[config.mk]
export PLATFORM = sky130hd
export DESIGN_NAME = wfcs_ram
export DESIGN_NICKNAME = d
export VERILOG_FILES = /design/src/rtl/wfcs_ram.sv
export SDC_FILE = /design/constraint.sdc
export NUM_CORES = 1
export LEC_CHECK = 0
export BUFFER_PORTS_ARGS = -buffer_cell sky130_fd_sc_hd__buf_2
export CAP_MARGIN = 10
export CORE_UTILIZATION = 28
export CTS_BUF_LIST = sky130_fd_sc_hd__clkbuf_4 sky130_fd_sc_hd__clkbuf_8
export CTS_CLUSTER_DIAMETER = 80
export DETAILED_ROUTE_END_ITERATION = 10
export PLACE_DENSITY = 0.48
export SETUP_SLACK_MARGIN = 0.15
export SYNTH_ARGS = -nofsm -noshare
export SYNTH_HDL_FRONTEND = slang
export SYNTH_SLANG_ARGS = --single-unit
[constraint.sdc]
create_clock -name clk -period 1.7 [get_ports clk]
set_clock_uncertainty 0.05 [all_clocks]
set_input_delay 0.34 -clock clk [delete_from_list [all_inputs] [get_ports clk]]
set_output_delay 0.34 -clock clk [all_outputs]
set_load 0.005 [all_outputs]
[src/rtl/wfcs_ram.sv]
module wfcs_ram #(
  parameter int DEPTH = 8,
  parameter int WIDTH = 8,
  localparam int AW = (DEPTH > 1) ? $clog2(DEPTH) : 1
) (
  input  logic             clk,
  input  logic             we,
  input  logic [AW-1:0]    waddr,
  input  logic [WIDTH-1:0] wdata,
  input  logic [AW-1:0]    raddr,
  output logic [WIDTH-1:0] rdata
);

  logic [WIDTH-1:0] mem [DEPTH];

  always_ff @(posedge clk) begin
    if (we) begin
      mem[waddr] <= wdata;
    end
  end

  always_ff @(posedge clk) begin
    rdata <= mem[raddr];
  end

endmodule

# After elaboration in Yosys (flattened, before gate mapping)
# Memory sizes are Yosys's and may differ from the RTL's. A register that Yosys moved wholly into a read port is not among the register bits.
# Index checks and enable logic that the tools add are counted.
# word_totals
output_inout_bits	8
ramBits	64
elab_cells	3
register_bits	0
mem_count	1
inputBits	16
# classes
muxes	2
# memory_table
name	words	word_bits	read_ports	rd_ports_with_merged_regs	write_ports	line_no	source
mem	8	8	1	1	1	14	logic [WIDTH-1:0] mem [DEPTH];
# op_table
op	count
1-bit two-way mux	2

# Longest topological paths before layout
# logic_depth
word_depth	2
ltp_mapped	4
ltp_nobuf	2

# Least setup slack after synthesis
# No wires, ideal clock.
# synth_timing
path_type	in2reg
from	in waddr[2]
to	mem mem[0][0], enable pin
n_path_buf	0
cell_stages	2
setup_time_ns	0.383
setup_slack_ns	0.149
required_time_ns	1.267
arrival_ns	1.117
cell_sequence	nand2b_1 nor3_1
# synth_lines
item	line_no	source
start: declaration	8	input logic [AW-1:0] waddr,
end: declaration	14	
# No word-level cell before the write port.

==> flow_summary_export.csv <==
group,metric,value,unit
worst_setup_path,crit_type,"register to register",
grt,grt_max_degree,17,
floorplan,die-height,100,um
cells_and_area,final_cell_mix,"edfxtp_1 (64), buf_2 (23), mux4_1 (15)",
power,p_leak,1.13,nW
synth,synthCells,114,
timing,fmax,757,MHz
power,powerDensity,1130,nW/um2
cts,htreeDepth,3,
placed_design,hpwlAfterDp,2.85,mm
timing,min_period,1320,ps
cells_and_area,finalNetCount,169,
floorplan,core,9280,um2
cells_and_area,final_common_cell,"edfxtp_1",
route,drcViolationCount,0,
synth,yosysUniqueCellTypes,14,
worst_setup_path,setup.worst_path.end_class,"register",
job,maxCapViolations,0,
cts,cts_root_buf,"clkbuf_8",
cells_and_area,fillerInstances,880,
worst_setup_path,crit_arrival,1490,ps
timing,slew_headroom,73.6,%
synth,syn-cell-area,2690,um2
grt,track_usage,10.6,%
grt,first_global_vias,1262,
timing,worst_pin_slew,397,ps
grt,gr-total-overflow,0,
timing,fin_ws,379,ps
floorplan,ios,24,
worst_setup_path,required,1870,ps
floorplan,dieArea,10000,um2
worst_setup_path,path_max_fanout,1,
cts,cts_tree,"done",
worst_setup_path,cpPeakStageDelay,510,ps
cells_and_area,area_growth,20.5,%
run_status,status,"finished, final reports clean",
placed_design,post-place-ws,56.3,ps
synth,synth_area_per_cell,23.6,um2
timing,rsz0062_at_grt,"false",
cells_and_area,design_area,3240,um2
route,ant_nets,0,
worst_setup_path,endpoint,"rdata[7]$_DFF_P_",
route,vias,1234,
timing,setup_viol,0,
worst_setup_path,cp_cell_sequence,"mux4_1 -> mux2_2",
timing,fin_crit_sh,77.7,%
power,ir_worst_vdd,0.000465,V
cts,holdBufCountCts,0,
floorplan,start_util,29.0,%
route,routed_wl,4.69,mm
placed_design,post_dp_cell_area,3030,um2
worst_setup_path,ff2ff_path_depth,2,
route,routed_via_density,4.30,
route,wire_per_inst,16.3,um
worst_setup_path,worstSetupStartpoint,"mem[6][7]$_DFFE_PP_",
worst_setup_path,critPathBufInv,0,
synth,synthesis.nets,130,
synth,seq_area_frac_synth,77.4,%
cells_and_area,fin_util,34.9,%
cts,clock_latency,340,ps
worst_setup_path,crit_family,"multiplexers",
placed_design,gp_congestion,0.655,
route,dr.pass1.iters,4,
grt,grt_pass1_wl,7.23,mm
worst_setup_path,crit_cells,2,
timing,tns,0,ps
worst_setup_path,rrSetupSlack,380,ps
cts,clock_path_buffers,2,
hold_path,hold_class,"input port to register",
placed_design,portBuffers,23,
cts,cts_made_buffers,9,
floorplan,num_rows,35,
cells_and_area,drive_above_1_share,37.3,%
cts,clk_pin_slew,70,ps
cells_and_area,antennaDiodeCount,0,
route,drtIter0Drc,72,
worst_setup_path,cp_slowest_cell,"mux4_1",
timing,holdWs,214,ps
timing,drv_slew,0,
synth,ys_ff_latch,72,
worst_setup_path,reg2reg_to,"rdata[7]$_DFF_P_",
worst_setup_path,start_kind,"register",
floorplan,die_w,100,um
synth,ys_warn_count,0,
worst_setup_path,r2r_start,"mem[6][7]$_DFFE_PP_",
timing,hold_viol,0,
cts,post_cts_resized,0,
cts,postCtsSetupRepairBufs,0,
cts,cts.sinks,72,
grt,antenna_found_initial,0,
cell usage after synthesis, drive strengths merged:
cell type	count	share of area, %
buf	4	1.5
nand2b	3	0.70
mux4	16	15
dfxtp	8	6.0
nand2	2	0.28
edfxtp	64	71
nor2	6	0.84
mux2	8	3.3
nor3	2	0.37
clkbuf	1	0.14
routing by layer:
metal	global-route usage (%)	routed length (um)
met1	14.5	2210
met2	15.0	2140
met3	2.79	248
met4	6.69	91
met5	0	0
metrics by stage:
step | instances | total power, W
final | 287 | 0.00365
after detailed placement | 271 | 0.00226
after global routing | 287 | 0.00378
after floorplan | 114 | 0.00216
after global placement | 271 | 0.00225
after CTS | 287 | 0.00369
how the worst min path moves through the flow:
stage / start / end / slack (ps) / cells after the start
finish: wdata[4] / mem[1][4]$_DFFE_PP_ / 210 / 1
detailed placement: wdata[3] / mem[5][3]$_DFFE_PP_ / 570 / 1
floorplan: wdata[0] / mem[0][0]$_DFFE_PP_ / 390 / 0
global route: wdata[3] / mem[5][3]$_DFFE_PP_ / 210 / 1
CTS: wdata[3] / mem[5][3]$_DFFE_PP_ / 200 / 1
global placement: wdata[4] / mem[4][4]$_DFFE_PP_ / 550 / 1
flip-flops by register name, indices dropped and copies added (netlist names):
| register | count |
|---|---|
| mem | 64 |
| rdata | 8 |
where the power goes:
part / switching (W) / internal, W
clock: 0.000602 / 0.000837
combinational: 0.0000965 / 0.000105
sequential: 0.0000141 / 0.00200
cell families (layout without fill, tap and decap cells):
group         count (synthesis)  in the layout  share of synthesized area [%]
buf+inv                       5             49                           1.63
mux                          24             24                           18.8
simple gates                 13             13                           2.19
flops                        72             72                           77.4
layout make-up:
type / count / area (um2) / share of cell area (%)
Sequential cell: 72 / 2080 / 64.2
Multi-Input combinational cell: 37 / 571 / 17.6
Timing Repair Buffer: 33 / 215 / 6.63
Tap cell: 129 / 161 / 4.97
Clock buffer: 10 / 131 / 4.05
Clock inverter: 6 / 83.8 / 2.58
(Power assumes the default switching activity.)
