File: config.mk
export PLATFORM = sky130hd
export DESIGN_NAME = wfcs_out_stage
export DESIGN_NICKNAME = d
export VERILOG_FILES = /design/src/rtl/wfcs_pkg.sv /design/src/rtl/wfcs_out_stage.sv
export SDC_FILE = /design/constraint.sdc
export NUM_CORES = 1
export LEC_CHECK = 0
export ABC_AREA = 0
export BUFFER_PORTS_ARGS = -buffer_cell sky130_fd_sc_hd__buf_2
export CAP_MARGIN = 40
export CORE_UTILIZATION = 53
export CTS_CLUSTER_SIZE = 24
export DETAILED_ROUTE_END_ITERATION = 7
export PLACE_DENSITY = 0.83
export SLEW_MARGIN = 20
export SYNTH_ARGS = -nofsm -noshare
export SYNTH_HDL_FRONTEND = slang
export SYNTH_SLANG_ARGS = --single-unit
File: constraint.sdc
create_clock -name clk -period 25.6 [get_ports clk]
set_input_delay 2.56 -clock clk [delete_from_list [all_inputs] [get_ports clk]]
set_output_delay 2.56 -clock clk [all_outputs]
set_load 0.05 [all_outputs]
File: src/rtl/wfcs_pkg.sv
package wfcs_pkg;

  localparam int MAX_RESULTS = 64;
  localparam int CNT_W = 7;

  localparam logic [1:0] REQ_FILE = 2'd0;
  localparam logic [1:0] REQ_ACK  = 2'd1;
  localparam logic [1:0] REQ_TICK = 2'd2;

  localparam logic [1:0] CFG_SESSION_IDLE = 2'd0;
  localparam logic [1:0] CFG_RESEND_IDLE  = 2'd1;
  localparam logic [1:0] CFG_MAX_ATTEMPTS = 2'd2;
  localparam logic [1:0] CFG_CHUNK_BYTES  = 2'd3;

  typedef enum logic [2:0] {
    KIND_SEND        = 3'd0,
    KIND_RESEND      = 3'd1,
    KIND_FINISHED    = 3'd2,
    KIND_IGN_ACTIVE  = 3'd3,
    KIND_NOT_FOUND   = 3'd4,
    KIND_NO_SLOT     = 3'd5,
    KIND_NO_SESSION  = 3'd6,
    KIND_UNMATCHED   = 3'd7
  } kind_e;

  typedef enum logic [3:0] {
    ST_IDLE,
    ST_REQ_RD,
    ST_REQ_EV,
    ST_REQ_DEC,
    ST_FILL,
    ST_WB,
    ST_ACK_RD,
    ST_ACK_EV,
    ST_ACK_SRD,
    ST_ACK_SEV,
    ST_ACK_DEC,
    ST_TICK_SRD,
    ST_TICK_SEV,
    ST_TICK_WRD,
    ST_TICK_WEV,
    ST_FIN
  } state_e;

  typedef struct packed {
    logic [1:0]  req_type;
    logic [31:0] client_addr;
    logic [15:0] client_port;
    logic [31:0] req_offset;
    logic [31:0] req_size;
    logic [31:0] file_length;
    logic        file_exists;
    logic [47:0] now_us;
  } in_t;

  typedef struct packed {
    logic [2:0]  kind;
    logic [2:0]  session_index;
    logic [31:0] out_addr;
    logic [15:0] out_port;
    logic [31:0] chunk_offset;
    logic [15:0] chunk_size;
    logic [31:0] out_file_length;
    logic        last;
  } out_t;

  typedef struct packed {
    logic [47:0] session_idle_us;
    logic [47:0] resend_idle_us;
    logic [3:0]  max_resend_attempts;
    logic [15:0] chunk_bytes;
  } cfg_t;

  typedef struct packed {
    logic [31:0] addr;
    logic [15:0] port;
    logic [47:0] last_access;
    logic [31:0] next_offset;
    logic [31:0] remaining;
    logic [31:0] file_length;
  } sess_rec_t;

  typedef struct packed {
    logic [31:0] offset;
    logic [15:0] size;
    logic [47:0] sent_time;
    logic [3:0]  attempts;
  } slot_rec_t;

  typedef struct packed {
    logic emit;
    logic finish;
    out_t res;
  } res_cmd_t;

  function automatic out_t mk_res(input kind_e kind, input logic [2:0] idx,
                                  input logic [31:0] addr, input logic [15:0] port,
                                  input logic [31:0] off, input logic [15:0] size,
                                  input logic [31:0] flen);
    out_t r;
    r.kind            = kind;
    r.session_index   = idx;
    r.out_addr        = addr;
    r.out_port        = port;
    r.chunk_offset    = off;
    r.chunk_size      = size;
    r.out_file_length = flen;
    r.last            = 1'b0;
    return r;
  endfunction

endpackage

File: src/rtl/wfcs_out_stage.sv
module wfcs_out_stage (
  input  logic                clk,
  input  logic                rst,
  input  wfcs_pkg::res_cmd_t  cmd,
  output logic                room,
  output logic                out_valid,
  input  logic                out_ready,
  output wfcs_pkg::out_t      out_item
);

  // One result is held back until the next one arrives or the item ends,
  // so that the final result can be marked.
  logic           hold_valid;
  wfcs_pkg::out_t hold;

  assign room = !hold_valid || !out_valid || out_ready;

  always_ff @(posedge clk) begin
    if (rst) begin
      hold_valid <= 1'b0;
      out_valid  <= 1'b0;
    end else begin
      if (out_valid && out_ready) begin
        out_valid <= 1'b0;
      end
      if (cmd.emit && room) begin
        if (hold_valid) begin
          out_item  <= hold;
          out_valid <= 1'b1;
        end
        hold       <= cmd.res;
        hold_valid <= 1'b1;
      end else if (cmd.finish && room && hold_valid) begin
        out_item      <= hold;
        out_item.last <= 1'b1;
        out_valid     <= 1'b1;
        hold_valid    <= 1'b0;
      end
    end
  end

endmodule

After elaboration in Yosys (flattened, before gate mapping). Index checks and enable logic that the tools add are counted.

Register bits after elaboration: 272. Bits of input ports: 140. Output and inout port bits: 137. Word-level logic and storage cells: 40.

Equality and inequality tests: 1. Mux-type cells: 9. Bitwise operators: 1. Reductions and logical operators: 11.

Operator list (number): two-way mux 135 bit (3); two-way mux 1 bit (6); logical AND 1 bit (4); AND reduction 3 bit (1); zero test 1 bit (2); logical OR 1 bit (2); inequality test 2 bit, second input constant (1); AND reduction 2 bit (1); nonzero test 2 bit (1); inverter 1 bit (1).

Longest topological paths before layout.
Depth after elaboration: 7. Gate-level depth with buffers: 2. Gate-level depth less buffers: 2.

Worst setup path before layout. No wires, ideal clock.

Kind: input to register. From: in out_ready. To: reg hold[0] (netlist name) (enable). Setup time: 0.826 ns. Arrival: 12.946 ns. Required time: 24.774 ns. Path slack: 11.828 ns. Stages on the path: 2. Path buffers: 0. Cell sequence: nand3b_1 > nor3b_1.

Word-level cells in the longest chain between the ends: 3.

Ends and longest elaborated chain: start, declared (line wfcs_out_stage.sv:7) `input logic out_ready,`; logical OR 1 bit (line wfcs_out_stage.sv:16) `assign room = !hold_valid || !out_valid || out_ready;`; logical AND 1 bit (line wfcs_out_stage.sv:26) `if (cmd.emit && room) begin`; AND reduction 2 bit (no line); end signal, assigned (line wfcs_out_stage.sv:31) `hold <= cmd.res;`; end, declared (line wfcs_out_stage.sv:14) `wfcs_pkg::out_t hold;`.

Every way passes these cells. A chain may end at the register's enable or synchronous reset.

Worst setup path in the final report.
From: in out_ready. To: out room.

Word-level cells in the longest chain between the ends: 1.

Ends and longest elaborated chain: logical OR 1 bit (line wfcs_out_stage.sv:16); end, declared (line wfcs_out_stage.sv:5) `output logic room,`.

Every way passes these cells.

==> flow_summary.toml <==
[outcome]
status = "completed"

[routing]
drt_iter0_markers = 183
vias_per_cell = 4.78
detail-route-antenna-nets = 0
drt_pass1_iterations = 4
drc_errors = 0
vias = 3816
wl_per_cell_um = 17.0
routed_wl_mm = 13.6

[sta]
setup_violations = 0
tightestPinTransition_ns = 0.757
maxSlewViolCount = 0
hold_viol = 0
slew_headroom = 0.496
min_period_ns = 5.68
fin_crit_sh = 0.222
whs_ns = 0.415
setup-tns-final_ns = 0
max_freq_ghz = 0.176
fin_skew_ns = 0.00692
rsz0062_at_grt = "no"

[die]
die-area_mm2 = 0.0160
die_y_um = 127
initial_core_util = 0.543
die_w_um = 127
core_mm2 = 0.0151
io_pins = 277
num_rows = 45

[place]
gp_congestion = 0.686
portBuffers = 276
post-dp-hpwl_mm = 9.46

[global_route]
grtUsageMet3 = 0.0553
grt_max_degree = 75
grt.met2_usage = 0.291
antenna_found_initial = 0
grt_pass1_vias = 3915
gr-max-usage-layer = "met2"
grtUsageTotal = 0.166
grt_overflow = 0
grt_pass1_wl_mm = 19.8
use_met1 = 0.185

[clock_tree]
cts_buffers = 26
cts_buffer_depth = 3
cts_sinks = 272
cts_setup_buffers = 0
clk_pin_slew_ns = 0.06
htree_levels = 1
cts_tree = "done"
postCtsResizedCells = 0
cts-root-buf = "clkbuf_16"
hold_buffers = 0
worstSkewPairLatency_ns = 0.50

[critical_path]
crit_type = "in2out"
cp_data_required_time_ns = 23.04
arrival_ns = 3.12
critPathCaptureType = "output pin"
critPathMaxFanout = 3
r2r_setup_slack_ns = 23.05
rr_endpoint = "out_item[1]"
worstSetupStartpointType = "input pin"
r2r_cells = 5
r2r-start = "hold_valid"

[finish]
nets = 732
n_antenna_cell = 0
drive_gt1_frac = 0.517
area_growth_pct = 30.4

[yosys]
synth_seq_area_share = 0.991
netlist_instances = 282
yosysUniqueCellTypes = 10
synth_area_mm2 = 0.00822
synth_seq_cells = 272
avgSynthCellArea_um2 = 29.2
synthesis.nets = 422
ys_warn_count = 0

[pwr]
peakVddDrop_mv = 0.0673
powerDensity_mw_per_mm2 = 84.4
p_leak_uw = 0.00405

[worst_hold_path]
hold_class = "reg2reg"
worstHoldEndpoint = "out_item[119]"
holdCritStartpoint = "hold[119]"
hold_depth = 0

[flow_run]
maxCapViolations = 0
==> sequential cells by signal, summed over array words and instances, names as in the netlist <==
| name | flops |
|---|---|
| hold | 135 |
| out_item | 135 |
| hold_valid | 1 |
| out_valid | 1 |
==> placed cells by master, fill, tap and decap left out <==
master	n
a21oi_1	1
a311oi_2	1
buf_16	2
buf_2	276
buf_4	4
bufinv_16	1
clkbuf_1	13
clkbuf_16	27
clkbuf_8	1
clkinv_1	4
clkinv_2	1
dfxtp_1	2
edfxtp_1	270
inv_1	1
nand2b_4	1
nand3b_1	2
nor2_1	1
nor3b_2	2
o21ai_0	1
==> worst max path at each step <==
stage / startpoint / endpoint / slack [ns] / cells after the start
after floorplan: out_ready / hold[0] / 11.83 / 2
after global placement: out_ready / room / 19.98 / 3
after detailed placement: out_ready / room / 19.92 / 3
after CTS: out_ready / room / 19.92 / 3
after global routing: out_ready / room / 19.91 / 3
final: out_ready / room / 19.92 / 3
==> Yosys cell counts (all sizes together) <==
master | n | area share
nor3b | 2 | 0.0018
edfxtp | 270 | 0.99
a21oi | 1 | 0.00061
nor2 | 1 | 0.00046
nand2b | 1 | 0.0017
nand3b | 2 | 0.0018
o21ai | 1 | 0.00061
dfxtp | 2 | 0.0049
inv | 1 | 0.00046
a311oi | 1 | 0.0018
==> through the flow <==
stage	cell area [µm²]	total power [µW]	instances	setup WS, ns	utilization
floorplan	8220	551	282	11.83	-
global placement	9880	564	750	19.98	0.652
detailed placement	9910	566	751	19.92	0.654
CTS	10700	913	798	19.92	0.706
global route	10700	935	799	19.91	0.708
finish	10700	905	799	19.92	0.708
==> kinds of logic after synthesis <==
kind of cell / share of synthesized area
AND/OR/NAND/NOR: 0.00578
AO/OA/AOI/OAI: 0.00304
buffers and inverters: 0.000456
flip-flops: 0.991
==> worst max-delay path: stages <==
cell	delay (ns)
buf_2	0.11
nand3b_1	0.20
buf_2	0.24
==> metal layers <==
metal / vias to the layer above / wire length [µm]
li1: 1769 / -
met2: 214 / 6870
met5: - / 0
met3: 36 / 1360
met4: 0 / 427
met1: 1797 / 4890
==> power breakdown <==
part | internal (µW) | total, µW | switching, µW | leakage, µW
clock | 207 | 348 | 142 | 0.000380
combinational | 12.5 | 45.3 | 32.8 | 0.00116
sequential | 508 | 512 | 3.86 | 0.00251
==> cell type report <==
class                   instances  area, µm²
fillers                       925       4420
repair buffers                282       1470
flip-flops and latches        272       8150
inverters                       1       3.75
well taps                     188        235
clock inverters                 6       50.0
clock buffers                  41        738
multi-input cells               9       82.6
Note: power is estimated with default switching activity, not from simulation.
