### src/rtl/wfcs_pkg.sv
package wfcs_pkg;

  localparam int MAX_RESULTS = 64;
  localparam int CNT_W = 7;

  localparam logic [1:0] REQ_FILE = 2'd0;
  localparam logic [1:0] REQ_ACK  = 2'd1;
  localparam logic [1:0] REQ_TICK = 2'd2;

  localparam logic [1:0] CFG_SESSION_IDLE = 2'd0;
  localparam logic [1:0] CFG_RESEND_IDLE  = 2'd1;
  localparam logic [1:0] CFG_MAX_ATTEMPTS = 2'd2;
  localparam logic [1:0] CFG_CHUNK_BYTES  = 2'd3;

  typedef enum logic [2:0] {
    KIND_SEND        = 3'd0,
    KIND_RESEND      = 3'd1,
    KIND_FINISHED    = 3'd2,
    KIND_IGN_ACTIVE  = 3'd3,
    KIND_NOT_FOUND   = 3'd4,
    KIND_NO_SLOT     = 3'd5,
    KIND_NO_SESSION  = 3'd6,
    KIND_UNMATCHED   = 3'd7
  } kind_e;

  typedef enum logic [3:0] {
    ST_IDLE,
    ST_REQ_RD,
    ST_REQ_EV,
    ST_REQ_DEC,
    ST_FILL,
    ST_WB,
    ST_ACK_RD,
    ST_ACK_EV,
    ST_ACK_SRD,
    ST_ACK_SEV,
    ST_ACK_DEC,
    ST_TICK_SRD,
    ST_TICK_SEV,
    ST_TICK_WRD,
    ST_TICK_WEV,
    ST_FIN
  } state_e;

  typedef struct packed {
    logic [1:0]  req_type;
    logic [31:0] client_addr;
    logic [15:0] client_port;
    logic [31:0] req_offset;
    logic [31:0] req_size;
    logic [31:0] file_length;
    logic        file_exists;
    logic [47:0] now_us;
  } in_t;

  typedef struct packed {
    logic [2:0]  kind;
    logic [2:0]  session_index;
    logic [31:0] out_addr;
    logic [15:0] out_port;
    logic [31:0] chunk_offset;
    logic [15:0] chunk_size;
    logic [31:0] out_file_length;
    logic        last;
  } out_t;

  typedef struct packed {
    logic [47:0] session_idle_us;
    logic [47:0] resend_idle_us;
    logic [3:0]  max_resend_attempts;
    logic [15:0] chunk_bytes;
  } cfg_t;

  typedef struct packed {
    logic [31:0] addr;
    logic [15:0] port;
    logic [47:0] last_access;
    logic [31:0] next_offset;
    logic [31:0] remaining;
    logic [31:0] file_length;
  } sess_rec_t;

  typedef struct packed {
    logic [31:0] offset;
    logic [15:0] size;
    logic [47:0] sent_time;
    logic [3:0]  attempts;
  } slot_rec_t;

  typedef struct packed {
    logic emit;
    logic finish;
    out_t res;
  } res_cmd_t;

  function automatic out_t mk_res(input kind_e kind, input logic [2:0] idx,
                                  input logic [31:0] addr, input logic [15:0] port,
                                  input logic [31:0] off, input logic [15:0] size,
                                  input logic [31:0] flen);
    out_t r;
    r.kind            = kind;
    r.session_index   = idx;
    r.out_addr        = addr;
    r.out_port        = port;
    r.chunk_offset    = off;
    r.chunk_size      = size;
    r.out_file_length = flen;
    r.last            = 1'b0;
    return r;
  endfunction

endpackage

### src/rtl/wfcs_engine.sv
module wfcs_engine #(
  parameter int SESSIONS = 8,
  parameter int WINDOW = 8,
  localparam int SW = (SESSIONS > 1) ? $clog2(SESSIONS) : 1,
  localparam int WW = (WINDOW > 1) ? $clog2(WINDOW) : 1,
  localparam int KW = (SESSIONS * WINDOW > 1) ? $clog2(SESSIONS * WINDOW) : 1
) (
  input  logic                clk,
  input  logic                rst,
  input  wfcs_pkg::cfg_t      cfg,
  input  logic                in_valid,
  output logic                in_ready,
  input  wfcs_pkg::in_t       in_item,
  input  logic                room,
  output wfcs_pkg::res_cmd_t  cmd,
  output logic                sess_we,
  output logic [SW-1:0]       sess_waddr,
  output wfcs_pkg::sess_rec_t sess_wdata,
  output logic [SW-1:0]       sess_raddr,
  input  wfcs_pkg::sess_rec_t sess_rdata,
  output logic                slot_we,
  output logic [KW-1:0]       slot_waddr,
  output wfcs_pkg::slot_rec_t slot_wdata,
  output logic [KW-1:0]       slot_raddr,
  input  wfcs_pkg::slot_rec_t slot_rdata
);

  wfcs_pkg::state_e    state, state_next;
  wfcs_pkg::in_t       item;
  wfcs_pkg::sess_rec_t cur;
  logic [SW-1:0]       s, cur_s, pick;
  logic [WW-1:0]       w;
  logic                found, found_act, pick_found;
  logic [SESSIONS-1:0] sess_valid, clr_mask;
  logic [SESSIONS*WINDOW-1:0] slot_active;
  logic [wfcs_pkg::CNT_W-1:0] count;

  logic [KW-1:0] k;
  logic          s_last, w_last, s_match, s_active, slot_hit, slot_due, cap;
  logic          sess_busy, over, stall;
  logic [47:0]   sess_age, slot_age;
  logic [15:0]   fill_sz;
  logic [31:0]   new_rem;

  assign k          = KW'(int'(cur_s) * WINDOW + int'(w));
  assign s_last     = (s == SW'(SESSIONS - 1));
  assign w_last     = (w == WW'(WINDOW - 1));
  assign sess_raddr = s;
  assign slot_raddr = k;

  assign sess_age = item.now_us - sess_rdata.last_access;
  assign slot_age = item.now_us - slot_rdata.sent_time;
  assign s_match  = sess_valid[s] && (sess_rdata.addr == item.client_addr)
                    && (sess_rdata.port == item.client_port);
  assign s_active = sess_valid[s] && (sess_age < cfg.session_idle_us);
  assign slot_hit = slot_active[k] && (slot_rdata.offset == item.req_offset)
                    && ({16'd0, slot_rdata.size} == item.req_size);
  assign slot_due = slot_active[k] && (slot_age > cfg.resend_idle_us)
                    && (slot_rdata.attempts <= cfg.max_resend_attempts);
  assign cap      = (count == wfcs_pkg::CNT_W'(wfcs_pkg::MAX_RESULTS));
  assign sess_busy = |slot_active[int'(cur_s) * WINDOW +: WINDOW];

  assign fill_sz = (cur.remaining > {16'd0, cfg.chunk_bytes}) ? cfg.chunk_bytes
                                                              : cur.remaining[15:0];

  // Requested range clamped to the end of the file.
  assign over = ({1'b0, item.req_offset} + {1'b0, item.req_size}) > {1'b0, item.file_length};
  assign new_rem = !over ? item.req_size :
                   (item.req_offset > item.file_length) ? 32'd0
                                                        : item.file_length - item.req_offset;

  assign stall = cmd.emit && !room;

  // Next state.
  always_comb begin
    state_next = state;
    case (state)
      wfcs_pkg::ST_IDLE: begin
        if (in_valid) begin
          case (in_item.req_type)
            wfcs_pkg::REQ_FILE: state_next = wfcs_pkg::ST_REQ_RD;
            wfcs_pkg::REQ_ACK:  state_next = wfcs_pkg::ST_ACK_RD;
            wfcs_pkg::REQ_TICK: state_next = wfcs_pkg::ST_TICK_SRD;
            default:            state_next = wfcs_pkg::ST_FIN;
          endcase
        end
      end
      wfcs_pkg::ST_REQ_RD: state_next = wfcs_pkg::ST_REQ_EV;
      wfcs_pkg::ST_REQ_EV: state_next = s_last ? wfcs_pkg::ST_REQ_DEC : wfcs_pkg::ST_REQ_RD;
      wfcs_pkg::ST_REQ_DEC: begin
        if ((found && found_act) || !item.file_exists || !pick_found) begin
          state_next = wfcs_pkg::ST_FIN;
        end else begin
          state_next = wfcs_pkg::ST_FILL;
        end
      end
      wfcs_pkg::ST_FILL: begin
        if (!stall && w_last) begin
          state_next = wfcs_pkg::ST_WB;
        end
      end
      wfcs_pkg::ST_WB: state_next = wfcs_pkg::ST_FIN;
      wfcs_pkg::ST_ACK_RD: state_next = wfcs_pkg::ST_ACK_EV;
      wfcs_pkg::ST_ACK_EV: begin
        if (s_match) begin
          state_next = wfcs_pkg::ST_ACK_SRD;
        end else begin
          state_next = s_last ? wfcs_pkg::ST_FIN : wfcs_pkg::ST_ACK_RD;
        end
      end
      wfcs_pkg::ST_ACK_SRD: state_next = wfcs_pkg::ST_ACK_SEV;
      wfcs_pkg::ST_ACK_SEV: begin
        if (slot_hit) begin
          state_next = wfcs_pkg::ST_ACK_DEC;
        end else begin
          state_next = w_last ? wfcs_pkg::ST_FIN : wfcs_pkg::ST_ACK_SRD;
        end
      end
      wfcs_pkg::ST_ACK_DEC: begin
        state_next = (cur.remaining != 32'd0) ? wfcs_pkg::ST_FILL : wfcs_pkg::ST_FIN;
      end
      wfcs_pkg::ST_TICK_SRD: state_next = wfcs_pkg::ST_TICK_SEV;
      wfcs_pkg::ST_TICK_SEV: begin
        if (s_active) begin
          state_next = wfcs_pkg::ST_TICK_WRD;
        end else begin
          state_next = s_last ? wfcs_pkg::ST_FIN : wfcs_pkg::ST_TICK_SRD;
        end
      end
      wfcs_pkg::ST_TICK_WRD: state_next = wfcs_pkg::ST_TICK_WEV;
      wfcs_pkg::ST_TICK_WEV: begin
        if (cap) begin
          state_next = wfcs_pkg::ST_FIN;
        end else if (!stall) begin
          if (!w_last) begin
            state_next = wfcs_pkg::ST_TICK_WRD;
          end else begin
            state_next = s_last ? wfcs_pkg::ST_FIN : wfcs_pkg::ST_TICK_SRD;
          end
        end
      end
      wfcs_pkg::ST_FIN: begin
        if (room) begin
          state_next = wfcs_pkg::ST_IDLE;
        end
      end
      default: state_next = wfcs_pkg::ST_IDLE;
    endcase
  end

  // Strobes towards the memories and the output stage.
  always_comb begin
    in_ready   = (state == wfcs_pkg::ST_IDLE);
    cmd        = '0;
    sess_we    = 1'b0;
    sess_waddr = cur_s;
    sess_wdata = cur;
    sess_wdata.last_access = item.now_us;
    slot_we    = 1'b0;
    slot_waddr = k;
    slot_wdata = slot_rdata;
    case (state)
      wfcs_pkg::ST_REQ_DEC: begin
        if (found && found_act) begin
          cmd.emit = 1'b1;
          cmd.res  = wfcs_pkg::mk_res(wfcs_pkg::KIND_IGN_ACTIVE, 3'(cur_s), item.client_addr,
                                      item.client_port, 32'd0, 16'd0, 32'd0);
        end else if (!item.file_exists) begin
          cmd.emit = 1'b1;
          cmd.res  = wfcs_pkg::mk_res(wfcs_pkg::KIND_NOT_FOUND, 3'd0, item.client_addr,
                                      item.client_port, 32'd0, 16'd0, 32'd0);
        end else if (!pick_found) begin
          cmd.emit = 1'b1;
          cmd.res  = wfcs_pkg::mk_res(wfcs_pkg::KIND_NO_SLOT, 3'd0, item.client_addr,
                                      item.client_port, 32'd0, 16'd0, 32'd0);
        end
      end
      wfcs_pkg::ST_FILL: begin
        if (!slot_active[k]) begin
          cmd.emit = 1'b1;
          cmd.res  = wfcs_pkg::mk_res(wfcs_pkg::KIND_SEND, 3'(cur_s), cur.addr, cur.port,
                                      cur.next_offset, fill_sz, cur.file_length);
          slot_we  = room;
          slot_wdata.offset    = cur.next_offset;
          slot_wdata.size      = fill_sz;
          slot_wdata.sent_time = item.now_us;
          slot_wdata.attempts  = 4'd0;
        end
      end
      wfcs_pkg::ST_WB: sess_we = 1'b1;
      wfcs_pkg::ST_ACK_EV: begin
        if (!s_match && s_last) begin
          cmd.emit = 1'b1;
          cmd.res  = wfcs_pkg::mk_res(wfcs_pkg::KIND_NO_SESSION, 3'd0, item.client_addr,
                                      item.client_port, 32'd0, 16'd0, 32'd0);
        end
      end
      wfcs_pkg::ST_ACK_SEV: begin
        if (!slot_hit && w_last) begin
          cmd.emit = 1'b1;
          cmd.res  = wfcs_pkg::mk_res(wfcs_pkg::KIND_UNMATCHED, 3'(cur_s), item.client_addr,
                                      item.client_port, 32'd0, 16'd0, 32'd0);
        end
      end
      wfcs_pkg::ST_ACK_DEC: begin
        if (cur.remaining == 32'd0 && !sess_busy) begin
          cmd.emit = 1'b1;
          cmd.res  = wfcs_pkg::mk_res(wfcs_pkg::KIND_FINISHED, 3'(cur_s), item.client_addr,
                                      item.client_port, 32'd0, 16'd0, 32'd0);
        end
      end
      wfcs_pkg::ST_TICK_WEV: begin
        if (!cap && slot_due) begin
          cmd.emit = 1'b1;
          cmd.res  = wfcs_pkg::mk_res(wfcs_pkg::KIND_RESEND, 3'(cur_s), cur.addr, cur.port,
                                      slot_rdata.offset, slot_rdata.size, cur.file_length);
          slot_we  = room;
          slot_wdata.sent_time = item.now_us;
          slot_wdata.attempts  = (slot_rdata.attempts == 4'hF) ? 4'hF
                                                               : slot_rdata.attempts + 4'd1;
        end
      end
      wfcs_pkg::ST_FIN: cmd.finish = 1'b1;
      default: ;
    endcase
  end

  always_ff @(posedge clk) begin
    if (rst) begin
      state       <= wfcs_pkg::ST_IDLE;
      sess_valid  <= '0;
      slot_active <= '0;
    end else begin
      state <= state_next;
      if (cmd.emit && !stall) begin
        count <= count + 1'b1;
      end
      case (state)
        wfcs_pkg::ST_IDLE: begin
          if (in_valid) begin
            item       <= in_item;
            s          <= '0;
            w          <= '0;
            count      <= '0;
            found      <= 1'b0;
            found_act  <= 1'b0;
            pick_found <= 1'b0;
            clr_mask   <= '0;
          end
        end
        wfcs_pkg::ST_REQ_EV: begin
          if (s_match && !found) begin
            found     <= 1'b1;
            found_act <= s_active;
            cur_s     <= s;
          end
          if (!s_active || s_match) begin
            clr_mask[s] <= 1'b1;
            if (!pick_found) begin
              pick       <= s;
              pick_found <= 1'b1;
            end
          end
          if (!s_last) begin
            s <= s + 1'b1;
          end
        end
        wfcs_pkg::ST_REQ_DEC: begin
          if (!(found && found_act) && item.file_exists) begin
            for (int i = 0; i < SESSIONS; i++) begin
              if (clr_mask[i]) begin
                sess_valid[i] <= 1'b0;
                slot_active[i * WINDOW +: WINDOW] <= '0;
              end
            end
            if (pick_found) begin
              sess_valid[pick]  <= 1'b1;
              cur.addr          <= item.client_addr;
              cur.port          <= item.client_port;
              cur.last_access   <= item.now_us;
              cur.next_offset   <= item.req_offset;
              cur.remaining     <= new_rem;
              cur.file_length   <= item.file_length;
              cur_s             <= pick;
              w                 <= '0;
            end
          end
        end
        wfcs_pkg::ST_FILL: begin
          if (!stall) begin
            if (!slot_active[k]) begin
              slot_active[k]  <= 1'b1;
              cur.remaining   <= cur.remaining - {16'd0, fill_sz};
              cur.next_offset <= cur.next_offset + {16'd0, fill_sz};
            end
            if (!w_last) begin
              w <= w + 1'b1;
            end
          end
        end
        wfcs_pkg::ST_ACK_EV: begin
          if (s_match) begin
            cur   <= sess_rdata;
            cur_s <= s;
            w     <= '0;
          end else if (!s_last) begin
            s <= s + 1'b1;
          end
        end
        wfcs_pkg::ST_ACK_SEV: begin
          if (slot_hit) begin
            slot_active[k] <= 1'b0;
          end else if (!w_last) begin
            w <= w + 1'b1;
          end
        end
        wfcs_pkg::ST_ACK_DEC: begin
          if (cur.remaining == 32'd0 && !sess_busy) begin
            sess_valid[cur_s] <= 1'b0;
          end
          w <= '0;
        end
        wfcs_pkg::ST_TICK_SEV: begin
          if (s_active) begin
            cur   <= sess_rdata;
            cur_s <= s;
            w     <= '0;
          end else if (!s_last) begin
            s <= s + 1'b1;
          end
        end
        wfcs_pkg::ST_TICK_WEV: begin
          if (!cap && !stall) begin
            if (!w_last) begin
              w <= w + 1'b1;
            end else if (!s_last) begin
              s <= s + 1'b1;
            end
          end
        end
        default: ;
      endcase
    end
  end

endmodule

### config.mk
export PLATFORM = sky130hd
export DESIGN_NAME = wfcs_engine
export DESIGN_NICKNAME = d
export VERILOG_FILES = /design/src/rtl/wfcs_pkg.sv /design/src/rtl/wfcs_engine.sv
export SDC_FILE = /design/constraint.sdc
export NUM_CORES = 2
export LEC_CHECK = 0
export BUFFER_PORTS_ARGS = -buffer_cell sky130_fd_sc_hd__buf_2
export CAP_MARGIN = 20
export CORE_AREA = 4 4 413 415
export CTS_BUF_LIST = sky130_fd_sc_hd__clkbuf_8
export CTS_CLUSTER_SIZE = 10
export DETAILED_ROUTE_END_ITERATION = 6
export DIE_AREA = 0 0 417 419
export RECOVER_POWER = 100
export SLEW_MARGIN = 5
export SYNTH_ARGS = -nofsm -noshare
export SYNTH_HDL_FRONTEND = slang
export SYNTH_SLANG_ARGS = --single-unit
### constraint.sdc
create_clock -name clk -period 20.3 [get_ports clk]
set_input_delay 3.045 -clock clk [delete_from_list [all_inputs] [get_ports clk]]
set_output_delay 3.045 -clock clk [all_outputs]
set_load 0.01 [all_outputs]
Word-level counts from Yosys, hierarchy flattened --
Index checks and enable logic that the tools add are counted.
Storage, ports and cells: flip-flop bits (word level) 443, logic and storage cells 339
Cells by class: reduce and logical (&&, ||, !) cells 68, multiplexer cells 153, add/sub/neg operators 11, bitwise logic cells 9, magnitude comparators 14, equal/unequal tests 52, shifts and indexed selects 1
Operators by type and width (number):
- $pmux W135 S6 | 1
- $mux W192 | 4
- $mux W135 | 5
- $mux W64 | 6
- $pmux W96 S3 | 1
- $pmux W64 S4 | 1
- $pmux W64 S3 | 1
- $mux W134 | 1
- $mux W133 | 1
- $mux W132 | 1
- $mux W8 | 13
- $pmux W52 S2 | 1
- $mux W100 | 1
- $pmux W32 S3 | 1
- $sub A48 B48 Y48 | 2
- $mux W3 | 24
- $and A64 B64 Y64 | 1
- $eq A32 B32 Y1 | 2
- $mux W32 | 2
- $not A64 Y64 | 1
- $or A64 B64 Y64 | 1
- $pmux W4 S16 | 1
- $shiftx A64 B7 Y8 | 1
- $mux W1 | 54
- 70 further kinds | 181

Longest topological paths before layout --
word-level depth 15, depth in mapped cells 27

Worst setup path before layout --
OpenSTA, ideal clock, no wires.
kind input-to-reg, start input port sess_rdata[96] (netlist bit), end register cur (netlist bit sess_wdata[0]) (enable), data arrival time 11.751 ns, cell stages on the path 24, setup time 0.545 ns, required time 19.755 ns, slack 8.004 ns, cell sequence ha_1 > inv_1 > fa_1 > a211oi_1 > nor2_1 > o41a_1 > a211o_1 > a221o_1 > a41oi_1 > o21ai_0 > a21oi_1 > o21bai_1 > xor2_1 > ha_1 > a21o_1 > a21o_1 > a21o_1 > a21o_1 > a211o_1 > a2111oi_0 > o2111ai_1 > nand2_1 > o211ai_1 > a21oi_1
Between the ends: word-level cells in the longest chain between the ends 5
Ends and longest elaborated chain:
- start: declaration | line wfcs_engine.sv:20 | input wfcs_pkg::sess_rec_t sess_rdata,
- $sub A48 B48 Y48 | line wfcs_engine.sv:51 | assign sess_age = item.now_us - sess_rdata.last_access;
- $lt A48 B48 Y1 | line wfcs_engine.sv:55 | assign s_active = sess_valid[s] && (sess_age < cfg.session_idle_us);
- $logic_and A1 B1 Y1 | line wfcs_engine.sv:55
- $ne A2 B2 Y1 (no line)
- $reduce_and A6 Y1 (no line)
- end signal: assignment | line wfcs_engine.sv:303 | cur <= sess_rdata;
- end signal: assignment | line wfcs_engine.sv:325 | cur <= sess_rdata;
- end: declaration | line wfcs_engine.sv:30 | wfcs_pkg::sess_rec_t cur;
No other way between the ends. A chain may end at the register's enable or synchronous reset.

==> flow_summary_export.csv <==
group,metric,value,unit
status,outcome,"finished with violations",
status,violations,"capacitance limit, slew limit",
logic_synthesis,synthFlopType,"edfxtp_1",
logic_synthesis,yosysSeqAreaShare,34.1,%
logic_synthesis,avgSynthCellArea,8.80,sq um
clocking,cts_setup_buffers,0,
clocking,cts_root_buffer,"clkbuf_8",
setup_path,path_delay_family,"buffers and inverters",
floorplanning,pin_count,1057,
detailed_routing,routed_wl,198,mm
setup_path,arrival,13710,ps
clocking,cts_buffer_depth,3,
clocking,cts-buffers-inserted,89,
timing,worst_slew_pin_slew,4490,ps
layout,regArea,12500,sq um
clocking,htree_levels,3,
flow_run,max_cap_violations,20,
place,dp_hpwl,162,mm
timing,hold_viol,0,
timing,fin_crit_sh,82.5,%
min_path,hp-start,"slot_active[2]$_SDFFE_PP0P_",
setup_path,end_kind,"primary output",
layout,fill_cells,18365,
logic_synthesis,yosysTopAreaCell,"edfxtp_1",
power,power_frac_seq,32.2,%
timing,slew_headroom,-199,%
power,p_sw,1850,uW
floorplanning,die_w,417,microns
logic_synthesis,ys_async_sr_fraction,0,%
detailed_routing,drt.antenna.violating_nets,0,
floorplanning,initial_core_util,22.1,%
global_routing,grt_pass1_vias,36713,
setup_path,regToRegEndpoint,"slot_active[40]$_SDFFE_PP0P_",
floorplanning,coreArea,167000,sq um
global_routing,grtUsageTotal,21.5,%
timing,fin_ws,3540,ps
detailed_routing,post_drt_wl_per_cell,26.5,microns
setup_path,r2r_cells,24,
setup_path,timing.rr.start,"sess_wdata[114]$_DFFE_PP_",
setup_path,cpPeakStageDelay,2150,ps
floorplanning,dieArea,175000,sq um
logic_synthesis,synth_nets,5135,
clocking,cts.sinks,443,
layout,fin_nets,6114,
setup_path,slowest_stage,"clkbuf_1",
detailed_routing,vias,37580,
layout,multi_input_area,21800,sq um
global_routing,grt_overflow_total,0,
power,p_leak,0.0193,uW
power,switching_share,44.2,%
setup_path,r2r_setup_slack,8010,ps
setup_path,critical_path_class,"in2out",
logic_synthesis,synth_top_area_share,30.0,%
place,place_ws,5120,ps
layout,area_growth,23.1,%
power,combPwrFrac,44.6,%
setup_path,critical_path.startpoint,"slot_rdata[22]",
global_routing,grt_pass1_wl,270,mm
logic_synthesis,syn_area,36800,sq um
global_routing,grt_max_degree,113,
clocking,clock_latency,830,ps
layout,drive_gt1_share,15.9,%
detailed_routing,drc,0,
setup_path,critPathLaunchType,"input port",
floorplanning,rows,150,
min_path,hold_path_depth,1,
setup_path,cp.required,17260,ps
power,cellPowerDensity,92.5,nW/um^2
logic_synthesis,yosys.cell_types.count,93,
logic_synthesis,synthCells,4180,
timing,setup_violations,0,
power,ir_worst_vdd,0.0501,mV
power,p_int,2340,uW
logic_synthesis,synth.area.top_cells,"edfxtp_1, ha_1, nand2_1, o21ai_0, dfxtp_1",
logic_synthesis,yosysMostFrequentCell,"nand2_1",
logic_synthesis,synth-edff-count,367,
timing,fin_skew,65.4,ps
min_path,min_path_type,"reg2reg",
power,power.share.clock,23.1,%
timing,fin_crit,16760,ps
timing,setup_tns,0,ps
logic_synthesis,yosys_register_bits,443,
clocking,cts_resized,0,
detailed_routing,dr.pass1.iters,6,
logic_synthesis,yosys_warnings,0,
place,place_congestion,0.991,
detailed_routing,drt_iter0_markers,3078,
timing,rsz0062_at_grt,"no",
clocking,tritoncts,"yes",
place,port_buffers,1055,
global_routing,grt_antenna_before_repair,42,
clocking,cts_hold_buffers,0,
floorplanning,die_h,419,microns
timing,drv_slew,950,
setup_path,critPathMaxFanout,59,
timing,fmax,0.0597,GHz
clocking,path_clk_slew,50,ps
setup_path,path_buf_inv,7,
logic_synthesis,netlist_top_cells_count,"nand2_1, edfxtp_1, inv_1",
detailed_routing,viasPerCell,5.03,
min_path,holdPathEnd,"slot_active[2]$_SDFFE_PP0P_",
registers in the layout, summed over array words and instances, names as in the netlist:
register	flops
clr_mask	8
w	3
sess_raddr	3
found	1
pick	3
slot_active	64
pick_found	1
sess_waddr	3
item	145
sess_valid	8
state	4
sess_wdata	192
found_act	1
count	7
logic make-up (layout without fill, tap and decap cells):
family                   after synthesis  count (layout)  synth area share (%)
multiplexers                          46              46                  1.47
XOR/XNOR                             288             288                  6.86
adder cells (fa/ha/maj)              348             348                  12.0
AND/OR/NAND/NOR                     1189            1189                  15.6
buffers and inverters                579            1624                  6.76
other                                  1              36                0.0102
flip-flops                           443             443                  34.1
AO/OA/AOI/OAI                       1286            1286                  23.3
cells in the final DEF, fill, tap and decap left out, types with 44 or more instances in the layout:
cell type	instances
nand2b_1	44
a21o_1	151
clkbuf_1	459
nor2_1	210
xor2_1	126
edfxtp_1	367
nand2_1	450
o21ai_0	310
dfxtp_1	76
a21oi_1	289
a211oi_1	54
nor3_1	70
xnor2_1	162
a22o_1	101
nand4_1	68
clkbuf_8	93
nand3_1	67
ha_1	342
buf_2	623
inv_1	381
nor4_1	80
o21a_1	67
through the flow:
step / hold WS, ps / cells / utilization, % / power (uW) / cell area (sq um)
after floorplan: 454 / 4180 / - / 2500 / 36800
after global placement: 469 / 7270 / 26.5 / 3240 / 44200
after detailed placement: 480 / 7270 / 26.5 / 3260 / 44200
after CTS: 493 / 7427 / 27.6 / 4260 / 45900
after global routing: 515 / 7453 / 27.2 / 4450 / 45300
final: 498 / 7464 / 27.2 / 4190 / 45300
worst max path at each step:
| stage | end | slack [ps] | depth (start not counted) |
|---|---|---|---|
| 2_1_floorplan | sess_wdata[0]$_DFFE_PP_ | 8000 | 24 |
| 3_3_place_gp | slot_wdata[10] | 5420 | 26 |
| 3_5_place_dp | slot_wdata[12] | 5120 | 26 |
| 4_1_cts | slot_wdata[12] | 5080 | 26 |
| 5_1_grt | cmd[85] | 2660 | 27 |
| 6_report | cmd[126] | 3540 | 27 |
metal layers:
metal,part of all wire [%],routed length (microns),GRT usage [%],vias to the layer above
met5,0.063,124,0,-
met4,6.0,11900,12.2,16
met3,6.7,13200,4.25,378
met2,52,102000,39.8,1741
met1,35,70100,22.7,18103
li1,-,-,-,17342
power by group through the flow:
stage	clock [uW]	sequential, uW	combinational, uW
after floorplan	0	1270	1230
after global placement	0	1360	1880
after detailed placement	0	1360	1910
after CTS	1010	1340	1920
after global routing	1040	1360	2060
final	969	1350	1870
final cells by class:
class / count / share of cell area [%]
antenna: 35 / 0.193
clock buffer: 93 / 2.83
clock inverter: 64 / 1.04
inverter: 360 / 2.98
multi-input combinational: 3158 / 48.0
sequential: 443 / 27.7
tap: 2204 / 6.09
timing repair buffer: 1107 / 11.1
(Power assumes the default switching activity.)
